===== src/design/ffba_pkg.sv =====
// ----------------------------------------------------------------------------
// ffba_pkg
// types and constants of the first-fit block allocator
// ----------------------------------------------------------------------------
package ffba_pkg;

    // field widths
    localparam int ADDR_W = 21;
    localparam int HDR_W  = 7;

    // default table depth and physical heap size
    localparam int MAX_BLOCKS_DEF = 64;
    localparam longint unsigned HEAP_BYTES = 1048576;

    // heap size as seen through the address width
    localparam logic [ADDR_W-1:0] LIMIT_CAP =
        (HEAP_BYTES >= (64'd1 << ADDR_W)) ? '1 : ADDR_W'(HEAP_BYTES);

    // register reset values
    localparam logic [HDR_W-1:0]  HEADER_RST = 7'd32;
    localparam logic [ADDR_W-1:0] LIMIT_RST  = 21'd1048576;

    // configuration register indexes
    localparam logic REG_HEADER = 1'b0;
    localparam logic REG_LIMIT  = 1'b1;

    // commands
    typedef enum logic [1:0] {
        CMD_ALLOC   = 2'd0,
        CMD_FREE    = 2'd1,
        CMD_REALLOC = 2'd2
    } t_cmd;

    // result status
    typedef enum logic [1:0] {
        ST_DONE    = 2'd0,
        ST_NOMEM   = 2'd1,
        ST_UNKNOWN = 2'd2
    } t_status;

    // input item
    typedef struct packed {
        t_cmd              command;
        logic [ADDR_W-1:0] request_size;
        logic [ADDR_W-1:0] block_address;
    } t_req;

    // result item
    typedef struct packed {
        logic [ADDR_W-1:0] result_address;
        t_status           status;
    } t_rsp;

    // one block table entry
    typedef struct packed {
        logic [ADDR_W-1:0] start;
        logic [ADDR_W-1:0] size;
        logic              free;
    } t_entry;

endpackage


===== src/design/ffba_ram.sv =====
// ----------------------------------------------------------------------------
// ffba_ram
// generic simple dual-port ram, one write and one registered read port
// ----------------------------------------------------------------------------
module ffba_ram #(
    parameter int WIDTH = 8,
    parameter int DEPTH = 64
) (
    input  logic                     i_clk,
    input  logic                     i_we,
    input  logic [$clog2(DEPTH)-1:0] i_waddr,
    input  logic [WIDTH-1:0]         i_wdata,
    input  logic                     i_re,
    input  logic [$clog2(DEPTH)-1:0] i_raddr,
    output logic [WIDTH-1:0]         o_rdata
);

    logic [WIDTH-1:0] r_mem [DEPTH];
    logic [WIDTH-1:0] r_rdata;

    // write port
    always_ff @(posedge i_clk) begin
        if (i_we) begin
            r_mem[i_waddr] <= i_wdata;
        end
    end

    // registered read port
    always_ff @(posedge i_clk) begin
        if (i_re) begin
            r_rdata <= r_mem[i_raddr];
        end
    end

    assign o_rdata = r_rdata;

endmodule


===== src/design/first_fit_block_allocator.sv =====
// ----------------------------------------------------------------------------
// first_fit_block_allocator
// first-fit heap block allocator over a block table held in one ram
// ----------------------------------------------------------------------------
// One item is taken while busy is low and start is high; its single result
// appears on o_rsp for exactly one cycle with o_done, and must be captured
// then, as the block cannot be held off. The block table lives in a ram read
// one entry per cycle, scanned by an alloc or by an address lookup; a realloc
// that moves its block runs a lookup, then an alloc scan, then frees the old
// block. A free of address zero and an undefined command answer in the
// cycle after they are taken. Configuration may be written at any time the
// block is idle; a new item may start in the cycle its predecessor's result
// is shown.
// ----------------------------------------------------------------------------
module first_fit_block_allocator #(
    parameter int MAX_BLOCKS = ffba_pkg::MAX_BLOCKS_DEF
) (
    input  logic                        i_clk,
    input  logic                        i_rst_n,
    // command channel
    input  logic                        start,
    output logic                        busy,
    input  ffba_pkg::t_req              i_req,
    // result channel
    output logic                        o_done,
    output ffba_pkg::t_rsp              o_rsp,
    // configuration write port
    input  logic                        i_cfg_we,
    input  logic                        i_cfg_index,
    input  logic [ffba_pkg::ADDR_W-1:0] i_cfg_data
);

    localparam int AW     = ffba_pkg::ADDR_W;
    localparam int IDX_W  = $clog2(MAX_BLOCKS);
    localparam int CNT_W  = $clog2(MAX_BLOCKS + 1);
    localparam int ENT_W  = $bits(ffba_pkg::t_entry);
    localparam logic [CNT_W-1:0] CNT_FULL = CNT_W'(MAX_BLOCKS);

    typedef enum logic [1:0] {
        S_IDLE,
        S_ALLOC,
        S_FIND,
        S_FREE_OLD
    } t_state;

    t_state                  r_state;
    logic [ffba_pkg::HDR_W-1:0] r_header;
    logic [AW-1:0]           r_limit;
    logic [CNT_W-1:0]        r_count;
    logic [AW-1:0]           r_top;
    logic [1:0]              r_cmd;
    logic [AW-1:0]           r_size;
    logic [AW-1:0]           r_addr;
    logic [CNT_W-1:0]        r_idx;
    logic                    r_vld;
    logic [IDX_W-1:0]        r_ridx;
    logic                    r_free_old;
    logic [IDX_W-1:0]        r_old_idx;
    logic [AW-1:0]           r_old_start;
    logic [AW-1:0]           r_old_size;
    logic                    r_done;
    ffba_pkg::t_rsp          r_rsp;

    logic                    ram_we;
    logic [IDX_W-1:0]        ram_waddr;
    ffba_pkg::t_entry        ram_wdata;
    logic                    ram_re;
    logic [ENT_W-1:0]        ram_rdata;
    ffba_pkg::t_entry        rd;

    logic [AW:0]             sum_hdr;
    logic                    find_hit;
    logic                    alloc_hit;
    logic                    scan_end;
    logic [AW-1:0]           limit_eff;
    logic [AW+1:0]           new_top;
    logic                    fits;
    logic                    full;
    logic [AW:0]             top_hdr;

    // block table
    ffba_ram #(
        .WIDTH (ENT_W),
        .DEPTH (MAX_BLOCKS)
    ) u_table (
        .i_clk   (i_clk),
        .i_we    (ram_we),
        .i_waddr (ram_waddr),
        .i_wdata (ram_wdata),
        .i_re    (ram_re),
        .i_raddr (r_idx[IDX_W-1:0]),
        .o_rdata (ram_rdata)
    );

    assign rd = ffba_pkg::t_entry'(ram_rdata);

    // scan issue: one entry read per cycle while entries remain
    assign ram_re = ((r_state == S_ALLOC) || (r_state == S_FIND)) && (r_idx < r_count);

    // per-entry tests on the entry read last cycle
    assign sum_hdr   = {1'b0, rd.start} + (AW+1)'(r_header);
    assign find_hit  = r_vld && (sum_hdr == {1'b0, r_addr});
    assign alloc_hit = r_vld && rd.free && (rd.size >= r_size);
    assign scan_end  = !r_vld && !(r_idx < r_count);

    // append check for a new block at the heap top
    assign limit_eff = (r_limit < ffba_pkg::LIMIT_CAP) ? r_limit : ffba_pkg::LIMIT_CAP;
    assign new_top   = {2'b00, r_top} + (AW+2)'(r_header) + (AW+2)'(r_size);
    assign fits      = new_top <= {2'b00, limit_eff};
    assign full      = r_count >= CNT_FULL;
    assign top_hdr   = {1'b0, r_top} + (AW+1)'(r_header);

    // table write: mark used, append, or mark free
    always_comb begin
        ram_we    = 1'b0;
        ram_waddr = r_ridx;
        ram_wdata = rd;
        unique case (r_state)
            S_ALLOC: begin
                if (alloc_hit) begin
                    ram_we         = 1'b1;
                    ram_wdata.free = 1'b0;
                end else if (scan_end && !full && fits) begin
                    ram_we    = 1'b1;
                    ram_waddr = r_count[IDX_W-1:0];
                    ram_wdata = '{start: r_top, size: r_size, free: 1'b0};
                end
            end
            S_FIND: begin
                if (find_hit && ((r_cmd == ffba_pkg::CMD_FREE) || (r_size == '0))) begin
                    ram_we         = 1'b1;
                    ram_wdata.free = 1'b1;
                end
            end
            S_FREE_OLD: begin
                ram_we    = 1'b1;
                ram_waddr = r_old_idx;
                ram_wdata = '{start: r_old_start, size: r_old_size, free: 1'b1};
            end
            default: begin
                ram_we = 1'b0;
            end
        endcase
    end

    // control state and registered result
    always_ff @(posedge i_clk) begin
        if (!i_rst_n) begin
            r_state    <= S_IDLE;
            r_done     <= 1'b0;
            r_header   <= ffba_pkg::HEADER_RST;
            r_limit    <= ffba_pkg::LIMIT_RST;
            r_count    <= '0;
            r_top      <= '0;
            r_vld      <= 1'b0;
            r_idx      <= '0;
            r_free_old <= 1'b0;
        end else begin
            r_done <= 1'b0;

            // configuration writes
            if (i_cfg_we) begin
                unique case (i_cfg_index)
                    ffba_pkg::REG_HEADER: r_header <= i_cfg_data[ffba_pkg::HDR_W-1:0];
                    ffba_pkg::REG_LIMIT:  r_limit  <= i_cfg_data;
                endcase
            end

            unique case (r_state)
                S_IDLE: begin
                    if (start) begin
                        r_cmd      <= i_req.command;
                        r_size     <= i_req.request_size;
                        r_addr     <= i_req.block_address;
                        r_idx      <= '0;
                        r_vld      <= 1'b0;
                        r_free_old <= 1'b0;
                        unique case (i_req.command)
                            ffba_pkg::CMD_ALLOC: begin
                                r_state <= S_ALLOC;
                            end
                            ffba_pkg::CMD_FREE,
                            ffba_pkg::CMD_REALLOC: begin
                                if (i_req.block_address == '0) begin
                                    if (i_req.command == ffba_pkg::CMD_FREE) begin
                                        r_rsp  <= '{result_address: '0,
                                                    status: ffba_pkg::ST_DONE};
                                        r_done <= 1'b1;
                                    end else begin
                                        r_state <= S_ALLOC;
                                    end
                                end else begin
                                    r_state <= S_FIND;
                                end
                            end
                            default: begin
                                // undefined command answers done
                                r_rsp  <= '{result_address: '0, status: ffba_pkg::ST_DONE};
                                r_done <= 1'b1;
                            end
                        endcase
                    end
                end

                S_ALLOC: begin
                    r_vld  <= ram_re;
                    r_ridx <= r_idx[IDX_W-1:0];
                    if (ram_re) begin
                        r_idx <= r_idx + 1'b1;
                    end
                    if (alloc_hit) begin
                        // reuse first free block that is big enough
                        r_rsp   <= '{result_address: sum_hdr[AW-1:0],
                                     status: ffba_pkg::ST_DONE};
                        r_done  <= !r_free_old;
                        r_state <= r_free_old ? S_FREE_OLD : S_IDLE;
                    end else if (scan_end) begin
                        if (full || !fits) begin
                            r_rsp   <= '{result_address: '0, status: ffba_pkg::ST_NOMEM};
                            r_done  <= 1'b1;
                            r_state <= S_IDLE;
                        end else begin
                            // append a new block at the heap top
                            r_count <= r_count + 1'b1;
                            r_top   <= new_top[AW-1:0];
                            r_rsp   <= '{result_address: top_hdr[AW-1:0],
                                         status: ffba_pkg::ST_DONE};
                            r_done  <= !r_free_old;
                            r_state <= r_free_old ? S_FREE_OLD : S_IDLE;
                        end
                    end
                end

                S_FIND: begin
                    r_vld  <= ram_re;
                    r_ridx <= r_idx[IDX_W-1:0];
                    if (ram_re) begin
                        r_idx <= r_idx + 1'b1;
                    end
                    if (find_hit) begin
                        if ((r_cmd == ffba_pkg::CMD_FREE) || (r_size == '0)) begin
                            r_rsp   <= '{result_address: '0, status: ffba_pkg::ST_DONE};
                            r_done  <= 1'b1;
                            r_state <= S_IDLE;
                        end else if (rd.size >= r_size) begin
                            // block already big enough, keep it
                            r_rsp   <= '{result_address: r_addr, status: ffba_pkg::ST_DONE};
                            r_done  <= 1'b1;
                            r_state <= S_IDLE;
                        end else begin
                            // move: allocate anew, then free the old block
                            r_old_idx   <= r_ridx;
                            r_old_start <= rd.start;
                            r_old_size  <= rd.size;
                            r_free_old  <= 1'b1;
                            r_idx       <= '0;
                            r_vld       <= 1'b0;
                            r_state     <= S_ALLOC;
                        end
                    end else if (scan_end) begin
                        r_rsp   <= '{result_address: '0, status: ffba_pkg::ST_UNKNOWN};
                        r_done  <= 1'b1;
                        r_state <= S_IDLE;
                    end
                end

                S_FREE_OLD: begin
                    r_done  <= 1'b1;
                    r_state <= S_IDLE;
                end

                default: begin
                    r_state <= S_IDLE;
                end
            endcase
        end
    end

    assign busy   = (r_state != S_IDLE);
    assign o_done = r_done;
    assign o_rsp  = r_rsp;

endmodule


===== config.mk =====
export PLATFORM = sky130hd
export DESIGN_NAME = first_fit_block_allocator
export DESIGN_NICKNAME = d
export VERILOG_FILES = /design/src/design/ffba_pkg.sv /design/src/design/ffba_ram.sv /design/src/design/first_fit_block_allocator.sv
export SDC_FILE = /design/constraint.sdc
export NUM_CORES = 2
export LEC_CHECK = 0
export ABC_AREA = 1
export BUFFER_PORTS_ARGS = -buffer_cell sky130_fd_sc_hd__buf_2
export CORE_MARGIN = 4
export CORE_UTILIZATION = 38
export DETAILED_ROUTE_END_ITERATION = 6
export PLACE_DENSITY = 0.51
export RECOVER_POWER = 50
export SETUP_SLACK_MARGIN = 0.05
export SYNTH_ARGS = -nofsm -noshare
export SYNTH_HDL_FRONTEND = slang
export SYNTH_HIERARCHICAL = 1
export SYNTH_SLANG_ARGS = --single-unit

===== constraint.sdc =====
create_clock -name i_clk -period 13.3 [get_ports i_clk]
set_clock_uncertainty 0.1 [all_clocks]
set_input_delay 1.33 -clock i_clk [delete_from_list [all_inputs] [get_ports i_clk]]
set_output_delay 1.33 -clock i_clk [all_outputs]
set_load 0.02 [all_outputs]

Word-level counts from Yosys, hierarchy flattened
Memories as Yosys holds them, arrays and structs flattened. A register that Yosys moved wholly into a read port is not among the register bits. Index checks and enable logic that the tools add are counted.

Register bits: 189. RAM bits: 2752. Bits of input ports: 70. Output and inout port bits: 25. Word-level logic and storage cells: 157. Memories kept: 1.

Memories: u_table.r_mem (depth 64, width 43, read ports 1, clocked after Yosys merged registers in 1, write ports 1, line ffba_ram.sv:18) `logic [WIDTH-1:0] r_mem [DEPTH];`.

Add/sub/neg operators: 6. $lt $le $gt $ge: 5. Equal/unequal tests: 19. Mux-type cells: 68. Bitwise gates (word level): 5. Reductions and logical operators: 35.

Operators with widths (count): $mux 23 (10); $pmux 42 s2 (1); $pmux 23 s3 (1); $pmux 23 s2 (1); $add 21x7->22 (2); $mux 43 (1); $logic_not 21->1 (2); $mux 42 (1); $mux 7 (5); $mux 1 (26); $add 22x21->23 (1); $le 23x21->1 (1); $eq 22x21->1 (1); $add 21x7->21 (1); $ge 21x21->1 (1); $lt 21x21->1 const B (1); $mux 21 (1); $pmux 7 s3 (1); $mux 2 (9); $reduce_and 5->1 (3); $add 7x1->7 const B (2); $mux 6 (2); $ne 3x3->1 const B (4); $pmux 6 s2 (1); other kinds (25) (59).

Longest topological paths before layout
Word-level depth: 10. Mapped depth: 36. Gate-level depth less buffers: 35.

By module
Netlist, hierarchy kept.

Modules (own cells, without submodules): ffba_ram (times used 1, cells an instance 9081, area an instance 111572.0 um^2, sequential area each 83930.5 um^2); first_fit_block_allocator (times used 1, cells an instance 1646, area an instance 12797.3 um^2, sequential area each 4994.8 um^2).

Least setup slack after synthesis
No wires, ideal clock.

Kind: register -> register. Start point: register r_header[1] (netlist name). End point: memory u_table/r_mem[62][0] (netlist name) (enable). Arrival: 9.336 ns. Required time: 12.650 ns. Slack: 3.314 ns. Stages on the path, launching flop included: 34. Path buffers: 1. Clock period less this slack: 9.986 ns. Cell sequence: dfxtp_1 > inv_1 > fa_1 > inv_1 > ha_1 > fa_1 > a31o_2 > a21oi_1 > o21bai_1 > a21oi_1 > or2_2 > nand2_1 > or2_2 > nand2_1 > inv_1 > ha_1 > nand2_1 > nor2_1 > a211oi_1 > nand2_1 > nand2_1 > nand2_1 > nand2_1 > nand3_1 > nor2_4 > nand2_2 > nor2_4 > inv_2 > buf_2 > o211ai_1 > inv_1 > nor3_1 > inv_1 > nor4_1.

Elaborated cells on any way between the ends: 17. Classes of those cells: add/sub (3); order compare (1); eq/ne (1); mux (9); reduce/logical (3).

RTL lines: from (decl) (line first_fit_block_allocator.sv:47) `logic [ffba_pkg::HDR_W-1:0] r_header;`; from (signal assigned) (line first_fit_block_allocator.sv:151) `r_header <= ffba_pkg::HEADER_RST;`; from (signal assigned) (line first_fit_block_allocator.sv:164) `ffba_pkg::REG_HEADER: r_header <= i_cfg_data[ffba_pkg::HDR_W-1:0];`; $add 21x7->22 (line first_fit_block_allocator.sv:108) `assign new_top = {2'b00, r_top} + (AW+2)'(r_header) + (AW+2)'(r_size);`; $add 22x21->23 (line first_fit_block_allocator.sv:108); via new_top[17] (line first_fit_block_allocator.sv:76) `logic [AW+1:0] new_top;`; $le 23x21->1 (line first_fit_block_allocator.sv:109) `assign fits = new_top <= {2'b00, limit_eff};`; $logic_and 1x1->1 (line first_fit_block_allocator.sv:123) `end else if (scan_end && !full && fits) begin`; $mux 6 (line first_fit_block_allocator.sv:123); $mux 6 (line first_fit_block_allocator.sv:120) `if (alloc_hit) begin`; $pmux 6 s2 (line first_fit_block_allocator.sv:118) `unique case (r_state)`; via ram_waddr[2] (line first_fit_block_allocator.sv:65) `logic [IDX_W-1:0] ram_waddr;`; to (decl) (line ffba_ram.sv:18).

The timed path passes the listed nets, and every way through them passes these cells.

Worst setup path in the final report
Start point: register r_idx[1]. End point: register u_table.r_rdata[16] (netlist: u_table/o_rdata[16]) (read register of u_table.r_mem), data pin.

Longest elaborated chain between the ends: 2.

Ends and longest elaborated chain: from (decl) (line first_fit_block_allocator.sv:54) `logic [CNT_W-1:0] r_idx;`; from (signal assigned) (line first_fit_block_allocator.sv:209) `r_idx <= r_idx + 1'b1;`; from (signal assigned) (line first_fit_block_allocator.sv:238) `r_idx <= r_idx + 1'b1;`; $lt 7x7->1 (line first_fit_block_allocator.sv:98) `assign ram_re = ((r_state == S_ALLOC) || (r_state == S_FIND)) && (r_idx < r_count);`; $logic_and 1x1->1 (line first_fit_block_allocator.sv:98); to (decl) (line ffba_ram.sv:19) `logic [WIDTH-1:0] r_rdata;`.

Parallel ways exist; a longest one is shown, timed or not. A chain may end at the register's enable or synchronous reset.

==> impl_metrics.tcl <==
set metrics [dict create \
    worstReg2RegStart "r_idx[1]$_SDFFE_PN0P_" \
    rows 209 \
    hpwl_um 245000 \
    viasPerCell 5.52 \
    syn_avg_cell_area_um2 11.6 \
    vias 84600 \
    cts_hold_buffers 0 \
    synth_cell_types 54 \
    synth_top_family_by_area "simple AND/OR/NAND/NOR gates" \
    numCtsBuffers 327 \
    crit_top_cell "nand3_1" \
    reg2reg_depth 10 \
    tns_ns 0 \
    worstPathCellList "clkbuf_1 > clkbuf_2 > buf_4 > nand3_1 > nand3_1 > nand3_1 > nand3_1 > nand2_1 > nand2_1 > nand2_1" \
    synth_compound_area_frac 0.0123 \
    cts_resized 0 \
    grt.total_usage 0.241 \
    synth_cells 10700 \
    clk_path_buf_depth 4 \
    wl_per_cell_um 27.4 \
    slowest_delay_ns 5.41 \
    leakagePower_uw 0.0487 \
    crit_fanout 120 \
    crit_slowest_cell "clkbuf_1" \
    floorplan.core_area_um2 325000 \
    grt_max_degree 177 \
    swShare 0.267 \
    grt_pass1_wl_um 595000 \
    setup.worst_path.start "r_idx[1]$_SDFFE_PN0P_" \
    outcome "complete, but fails checks" \
    start_util 0.383 \
    nNetsFinal 10900 \
    io_buffers 94 \
    violations "DRC, capacitance limit, slew limit" \
    cts_setup_buffers 0 \
    ant_nets 0 \
    syn-num-nets 10900 \
    drtPass1Iterations 7 \
    fin_util 0.428 \
    ir_worst_vdd_mv 0.108 \
    antenna_found_initial 28 \
    total_power_uw 22200 \
    syn_area_um2 124000 \
    required_ns 13.82 \
    layout_common_cells "nand2_1 (3473), edfxtp_1 (2916), nand3_1 (2667)" \
    synthAdderAreaFrac 0.0123 \
    synth-main-ff-cell "edfxtp_1" \
    io_pins 95 \
    clkPwrFrac 0.392 \
    tightest_slew_ns 8.20 \
    gp_congestion 0.910 \
    yosysWarnings 6 \
    fin_crit_sh 0.850 \
    maxSlewViolCount 1879 \
    clkLatencyLatePin_ns 0.92 \
    ys_ff_latch 2984 \
    drive_above_1_share 0.0696 \
    cts.htree.levels 5 \
    grt_overflow_total 0 \
    arrival_ns 11.82 \
    switchingPower_uw 5940 \
    p_int_uw 16300 \
    synth.area.mux_share 0 \
    rsz0062_at_grt "no" \
    drv_cap 47 \
    die-height_um 580 \
    power_frac_comb 0.116 \
    crit_path_start_kind "flip-flop" \
    worstSetupPathType "flip-flop to flip-flop" \
    crit_path_end_kind "flip-flop" \
    r2r_slack_ns 2.00 \
    final_common_cell "nand2_1" \
    relSlewSlack -4.46 \
    grt_pass1_vias 79900 \
    cts_sinks 2984 \
    synth_edf_count 2916 \
    first_iter_violations 10100 \
    period_minus_slack_ns 11.30 \
    clockRootBuffer "clkbuf_16" \
    synth_xor_area_frac 0.00293 \
    p_per_area_nw_per_um2 160 \
    hold_violations 0 \
    r2r_end "u_table/o_rdata[16]$_DFFE_PP_" \
    yosysSeqAreaShare 0.715 \
    die_area_um2 337000 \
    drt_wl_total_um 420000 \
    die_w_um 580 \
    max_freq_ghz 0.0885 \
    setup_viol 0 \
    cts_tree "done" \
    post-route-drc-count 1 \
    synth_simple_gate_area_frac 0.225 \
    clk_pin_slew_ns 0.07 \
    syn_to_final_growth_pct 11.9 \
    min_path_type "flip-flop to flip-flop" \
    seq_power_share 0.492 \
    synthArstFlopShare 0 \
    crit_end "u_table/o_rdata[16]$_DFFE_PP_" \
]
-- logic make-up (layout without fill, tap and decap cells) --
family | Yosys count | count (layout)
AO/OA/AOI/OAI | 268 | 268
buffers and inverters | 850 | 1108
XOR/XNOR | 40 | 40
adder cells (fa/ha/maj) | 116 | 116
flip-flops | 2984 | 2984
AND/OR/NAND/NOR | 6469 | 6469
other | 0 | 11
-- worst min path at each step --
| stage | depth (start not counted) | start | end | slack (ns) |
|---|---|---|---|---|
| after floorplan | 0 | u_table/o_rdata[33]$_DFFE_PP_ | r_old_start[11]$_DFFE_PP_ | 0.32 |
| after global placement | 2 | r_limit[0]$_SDFFE_PN0P_ | r_limit[0]$_SDFFE_PN0P_ | 0.35 |
| after detailed placement | 0 | r_ridx[3]$_DFFE_PP_ | r_old_idx[3]$_DFFE_PP_ | 0.34 |
| after CTS | 0 | r_ridx[3]$_DFFE_PP_ | r_old_idx[3]$_DFFE_PP_ | 0.35 |
| after global routing | 0 | r_ridx[3]$_DFFE_PP_ | r_old_idx[3]$_DFFE_PP_ | 0.38 |
| final | 0 | r_ridx[3]$_DFFE_PP_ | r_old_idx[3]$_DFFE_PP_ | 0.35 |
-- cells in the mapped netlist (3+ instances only) --
master    count  area share
clkinv_1      3    0.000091
o211ai_1     37      0.0022
buf_2       341       0.014
a21oi_1      81      0.0033
nand3b_1      9     0.00054
ha_1        106       0.011
nor2_2        4     0.00020
edfxtp_1   2916        0.70
o21ai_0      93      0.0037
o21bai_1      3     0.00018
nor3_1       32      0.0013
inv_2         6     0.00018
buf_4        79      0.0048
nand3_1    2671        0.11
fa_1         10      0.0016
nand4_1      34      0.0017
nor2_1      206      0.0062
nor2_4        4     0.00036
and2_1        3     0.00015
nor4_1       14     0.00070
nand2_2       8     0.00040
o21ai_1      19     0.00076
a22oi_1       3     0.00018
nand2_1    3470        0.10
clkbuf_1    142      0.0043
inv_1       194      0.0059
a211oi_1      4     0.00024
o31ai_1       3     0.00018
dfxtp_1      68       0.011
o22ai_1      11     0.00055
buf_6        20      0.0018
nand3_2       5     0.00040
xor2_1       31      0.0022
buf_1        63      0.0019
xnor2_1       8     0.00056
-- sequential cells by signal (all words and copies together) (netlist names), 6 cells and up --
signal           flops
u_table/r_mem     2752
u_table/o_rdata     43
o_rsp               23
r_addr              21
r_limit             21
r_old_size          21
r_old_start         21
r_size              21
r_top               21
r_count              7
r_header             7
r_idx                7
r_old_idx            6
r_ridx               6
-- critical path, delay by kind of cell, from the launching register on --
kind	cells	cell delay (ns)
flops	1	0.76
buf+inv	3	8.06
simple gates	7	1.73
-- routing by layer --
metal  GRT usage  share of wire  vias to the layer above
met1       0.336           0.42                    42400
met5           0              0                        -
met4      0.0866          0.041                        0
li1            -              -                    38000
met3      0.0445          0.084                      596
met2       0.379           0.46                     3660
-- area by class of cell --
cell class / count / area (µm²)
inverter: 204 / 812
clock inverter: 185 / 1530
tap: 4325 / 5410
antenna: 11 / 27.5
multi-input combinational: 6893 / 31900
sequential: 2984 / 88900
fill: 30200 / 186000
clock buffer: 405 / 8570
timing repair buffer: 314 / 2020
-- through the flow --
step | instances | setup slack, ns | hold slack (ns) | area, µm²
after floorplan | 10700 | 3.31 | 0.321 | 124000
after global placement | 14700 | 3.36 | 0.346 | 129000
after detailed placement | 14700 | 3.50 | 0.339 | 129000
after CTS | 15300 | 3.47 | 0.355 | 140000
after global routing | 15300 | 1.77 | 0.375 | 139000
final | 15300 | 2.00 | 0.354 | 139000
-- power by group through the flow --
| stage | sequential [µW] | combinational (µW) | clock [µW] |
|---|---|---|---|
| detailed placement | 11100 | 2610 | 0 |
| CTS | 10900 | 2610 | 8850 |
| global route | 10900 | 2750 | 9250 |
| global placement | 11100 | 2600 | 0 |
| finish | 10900 | 2590 | 8710 |
| floorplan | 11100 | 1300 | 0 |
Note: power is estimated with default switching activity, not from simulation.
